==> src/design/bcmf_pkg.sv <==
package bcmf_pkg;

   localparam int MAX_WIDTH  = 1024;
   localparam int MAX_RADIUS = 3;
   localparam int STORE_ROWS = 2 * MAX_RADIUS + 1;
   localparam int COL_BITS   = $clog2(MAX_WIDTH);
   localparam int SLOT_BITS  = $clog2(STORE_ROWS);
   localparam int ADDR_BITS  = SLOT_BITS + COL_BITS;
   localparam int STORE_DEPTH = STORE_ROWS * MAX_WIDTH;

   localparam logic [10:0] WIDTH_RESET  = 11'd640;
   localparam logic [12:0] HEIGHT_RESET = 13'd480;
   localparam logic [1:0]  RADIUS_RESET = 2'd1;
   localparam logic [10:0] WIDTH_CAP    = 11'(MAX_WIDTH);
   localparam logic [12:0] HEIGHT_CAP   = 13'd4096;

   localparam logic [1:0] CSR_IMAGE_WIDTH   = 2'd0;
   localparam logic [1:0] CSR_IMAGE_HEIGHT  = 2'd1;
   localparam logic [1:0] CSR_WINDOW_RADIUS = 2'd2;

   typedef enum logic [2:0] {
      ST_IDLE,
      ST_CHECK,
      ST_CENTER,
      ST_BIT,
      ST_PASS,
      ST_DRAIN,
      ST_DECIDE,
      ST_OUT
   } state_type;

   typedef struct packed {
      logic accept;
      logic center_init;
      logic bit_init;
      logic step;
      logic bit_done;
      logic next_center;
   } cmd_type;

   typedef struct packed {
      logic has_centers;
      logic win_last;
      logic bit_last;
      logic center_last;
   } status_type;

   function automatic logic [SLOT_BITS-1:0] slot_inc(input logic [SLOT_BITS-1:0] s);
      logic [SLOT_BITS-1:0] r;
      if (s == SLOT_BITS'(STORE_ROWS - 1)) begin
         r = '0;
      end else begin
         r = s + SLOT_BITS'(1);
      end
      return r;
   endfunction

   function automatic logic [SLOT_BITS-1:0] slot_back(input logic [SLOT_BITS-1:0] s,
                                                      input logic [1:0] d);
      logic [SLOT_BITS:0] t;
      t = {1'b0, s} + (SLOT_BITS+1)'(STORE_ROWS) - {{(SLOT_BITS-1){1'b0}}, d};
      if (t >= (SLOT_BITS+1)'(STORE_ROWS)) begin
         t = t - (SLOT_BITS+1)'(STORE_ROWS);
      end
      return t[SLOT_BITS-1:0];
   endfunction

endpackage

==> src/design/bcmf_controller.sv <==
module bcmf_controller
   import bcmf_pkg::*;
(
   input  logic       clock,
   input  logic       reset,
   input  logic       req_valid,
   output logic       req_ready,
   output logic       rsp_valid,
   input  logic       rsp_ready,
   input  status_type status,
   output cmd_type    cmd
);

   state_type state_ff;
   state_type state_in;

   always_ff @(posedge clock) begin
      if (reset) begin
         state_ff <= ST_IDLE;
      end else begin
         state_ff <= state_in;
      end
   end

   always_comb begin
      state_in  = state_ff;
      cmd       = '0;
      req_ready = 1'b0;
      rsp_valid = 1'b0;
      unique case (state_ff)
         ST_IDLE: begin
            req_ready = 1'b1;
            if (req_valid) begin
               cmd.accept = 1'b1;
               state_in   = ST_CHECK;
            end
         end
         ST_CHECK: begin
            state_in = status.has_centers ? ST_CENTER : ST_IDLE;
         end
         ST_CENTER: begin
            cmd.center_init = 1'b1;
            state_in        = ST_BIT;
         end
         ST_BIT: begin
            cmd.bit_init = 1'b1;
            state_in     = ST_PASS;
         end
         ST_PASS: begin
            cmd.step = 1'b1;
            if (status.win_last) begin
               state_in = ST_DRAIN;
            end
         end
         ST_DRAIN: begin
            state_in = ST_DECIDE;
         end
         ST_DECIDE: begin
            cmd.bit_done = 1'b1;
            state_in     = status.bit_last ? ST_OUT : ST_BIT;
         end
         ST_OUT: begin
            rsp_valid = 1'b1;
            if (rsp_ready) begin
               cmd.next_center = 1'b1;
               state_in        = status.center_last ? ST_IDLE : ST_CENTER;
            end
         end
         default: begin
            state_in = ST_IDLE;
         end
      endcase
   end

endmodule

==> config.mk <==
export PLATFORM = sky130hd
export DESIGN_NAME = bcmf_controller
export DESIGN_NICKNAME = d
export VERILOG_FILES = /design/src/design/bcmf_pkg.sv /design/src/design/bcmf_controller.sv
export SDC_FILE = /design/constraint.sdc
export NUM_CORES = 1
export LEC_CHECK = 0
export ABC_AREA = 1
export BUFFER_PORTS_ARGS = -buffer_cell sky130_fd_sc_hd__buf_2
export CORE_AREA = 2 2 39 41
export CTS_BUF_LIST = sky130_fd_sc_hd__clkbuf_8 sky130_fd_sc_hd__clkbuf_16
export DETAILED_ROUTE_END_ITERATION = 7
export DIE_AREA = 0 0 41 43
export HOLD_SLACK_MARGIN = 0.06
export SYNTH_ARGS = -nofsm -noshare
export SYNTH_HDL_FRONTEND = slang
export SYNTH_SLANG_ARGS = --single-unit
==> constraint.sdc <==
create_clock -name clock -period 2.7 [get_ports clock]
set_clock_uncertainty 0.15 [all_clocks]
set_input_delay 0.54 -clock clock [delete_from_list [all_inputs] [get_ports clock]]
set_output_delay 0.54 -clock clock [all_outputs]
set_load 0.02 [all_outputs]
==> results.yml <==
run_status:
  status: "finished clean"
clocking:
  cts.sinks: 3
  insertion_delay_ns: 0.21
  htree_levels: 1
  cts_setup_buffers: 0
  holdBufCountCts: 0
  cts_resized: 0
  cts_buffer_depth: 2
  cts_buffers: 3
  root_buffer: "clkbuf_8"
  path_clk_slew_ns: 0.03
  cts_tree: "done"
critical_path:
  reg2reg_slack_ns: 1.47
  worst_ep_arrival_time_ns: 1.09
  r2r_cells: 4
  cp_max_fo: 7
  crit_type: "reg -> out"
  rr_endpoint: "state_ff[1]"
  crit_required_ns: 2.01
  cp-startpoint: "state_ff[2]"
  endpoint_kind: "output pin"
  cp-start-kind: "flip-flop"
  crit_end: "cmd[2]"
  worstReg2RegStart: "state_ff[0]"
synthesis:
  ys_warn_count: 0
  ys_ff_latch: 3
  syn-num-nets: 49
  ys_seq_area_share_pct: 25.26
  avgSynthCellArea_um2: 5.798
  synth.distinct_cells: 15
  synth_area_um2: 237.7
  syn-instance-count: 41
layout:
  largest_register_ffs: 3
  top_regs: "state_ff: 3 flops"
  drive_gt1_share_pct: 36.67
  diodes: 0
  nNetsFinal: 69
  final.fill_count: 160
  fin_util_pct: 27.31
  syn_to_final_growth_pct: 58.95
  top_register: "state_ff"
detailed_routing:
  first_pass_iters: 3
  ant_nets: 0
  drc: 0
  via_per_inst: 4.158
  drt-initial-drc-count: 5
  routed_wl_um: 622
  vias: 316
  avgRoutedWirePerCell_um: 8.184
timing:
  setup-violations-final: 0
  slew_viol_final: 0
  maxSlewHeadroom_pct: 83.14
  fin_tns_setup_ns: 0
  rsz0062_at_grt: "no"
  period_needed_ns: 1.784
  final_hold_viol_count: 0
  timing.final.crit_share_pct: 66.06
  max_slew.worst_pin.slew_ns: 0.2526
  fmax_mhz: 560.6
  final.hold.worst_slack_ns: 0.4388
job:
  maxCapViolations: 0
pwr:
  ir_worst_vdd_uv: 306.3
  power.total_uw: 460.4
  p_leak_nw: 0.2259
  powerDensity_nw_per_um2: 1219
min_path:
  min_path_type: "in -> reg"
  min_from: "reset"
floorplan:
  dieWidth_um: 41
  die-area_um2: 1763
  core_um2: 1384
  num_io_pins: 16
  start_util_pct: 17.18
  num_rows: 14
  die_h_um: 43
global_route:
  grt_overflow_total: 0
  first_global_vias: 276
  grt_usage_pct: 8.024
  grt_max_degree: 8
  antenna_found_initial: 0
  grt_pass1_wl_um: 966
place:
  gp_congestion: 0.6644
  portBuffers: 15
  dp_hpwl_um: 513.7
-- cell usage after synthesis --
master / count / share of area (%)
nand4_1: 2 / 5.3
o211ai_1: 1 / 3.2
a21oi_1: 1 / 2.1
o21a_1: 1 / 3.2
dfxtp_1: 3 / 25
inv_2: 1 / 1.6
o21ai_0: 1 / 2.1
nor2_1: 8 / 13
nand2_1: 8 / 13
nand3b_1: 1 / 3.2
nor3_1: 1 / 2.1
nand3_1: 3 / 6.3
nand3_2: 1 / 4.2
nor2_2: 2 / 5.3
inv_1: 7 / 11
-- per-stage QoR --
stage,instance area [um^2],setup WS [ns],cells
3_5_place_dp,332.8,1.093,72
5_1_grt,377.9,0.8177,76
3_3_place_gp,332.8,1.105,72
2_1_floorplan,237.7,1.058,41
4_1_cts,377.9,0.8935,76
6_report,377.9,0.9163,76
-- cells in the final DEF, fill, tap and decap left out, drive strengths merged --
cell type and n:
a21oi 1, nor3 1, buf 15, nand2 8, clkbuf 3, nand3b 1, inv 9, o211ai 1
dfxtp 3, nand4 2, o21a 1, nand3 4, o21ai 1, nor2 10
-- worst min-delay path by stage --
stage,end,cells past startpoint
global route,state_ff[1],3
detailed placement,state_ff[0],3
global placement,state_ff[0],3
CTS,state_ff[1],3
floorplan,state_ff[0],3
finish,state_ff[1],3
-- cell type report --
class	count	area, um^2	share of cell area, %
clock buffers	3	41.29	10.93
flip-flops and latches	3	60.06	15.89
multi-input cells	30	147.6	39.07
well taps	16	20.02	5.298
repair buffers	15	75.07	19.87
clock inverters	1	3.754	0.9934
inverters	8	30.03	7.947
-- layer usage --
metal  GRT usage, %  up-vias  wire [um]
met5              0        -          0
met4          4.000        0          0
met3          3.141        0         53
met2          12.81        8        332
met1          8.654      140        236
li1               -      168          -
-- where the power goes --
group | total (mW) | internal, mW | switching (mW) | leakage, nW
logic | 0.227 | 0.0807 | 0.146 | 0.174
clock network | 0.127 | 0.0969 | 0.0301 | 0.0269
registers | 0.106 | 0.0662 | 0.0402 | 0.0249
-- critical path, stage by stage (launching register included) --
cell and delay (ns):
dfxtp_1 0.44, inv_2 0.11, nor3_1 0.14, buf_2 0.19
-- cell families after synthesis --
kind of cell	share of synthesized area, %
compound gates	10.52
simple gates	51.58
flops	25.26
buf+inv	12.63
Power figures use the tool's default switching activity.
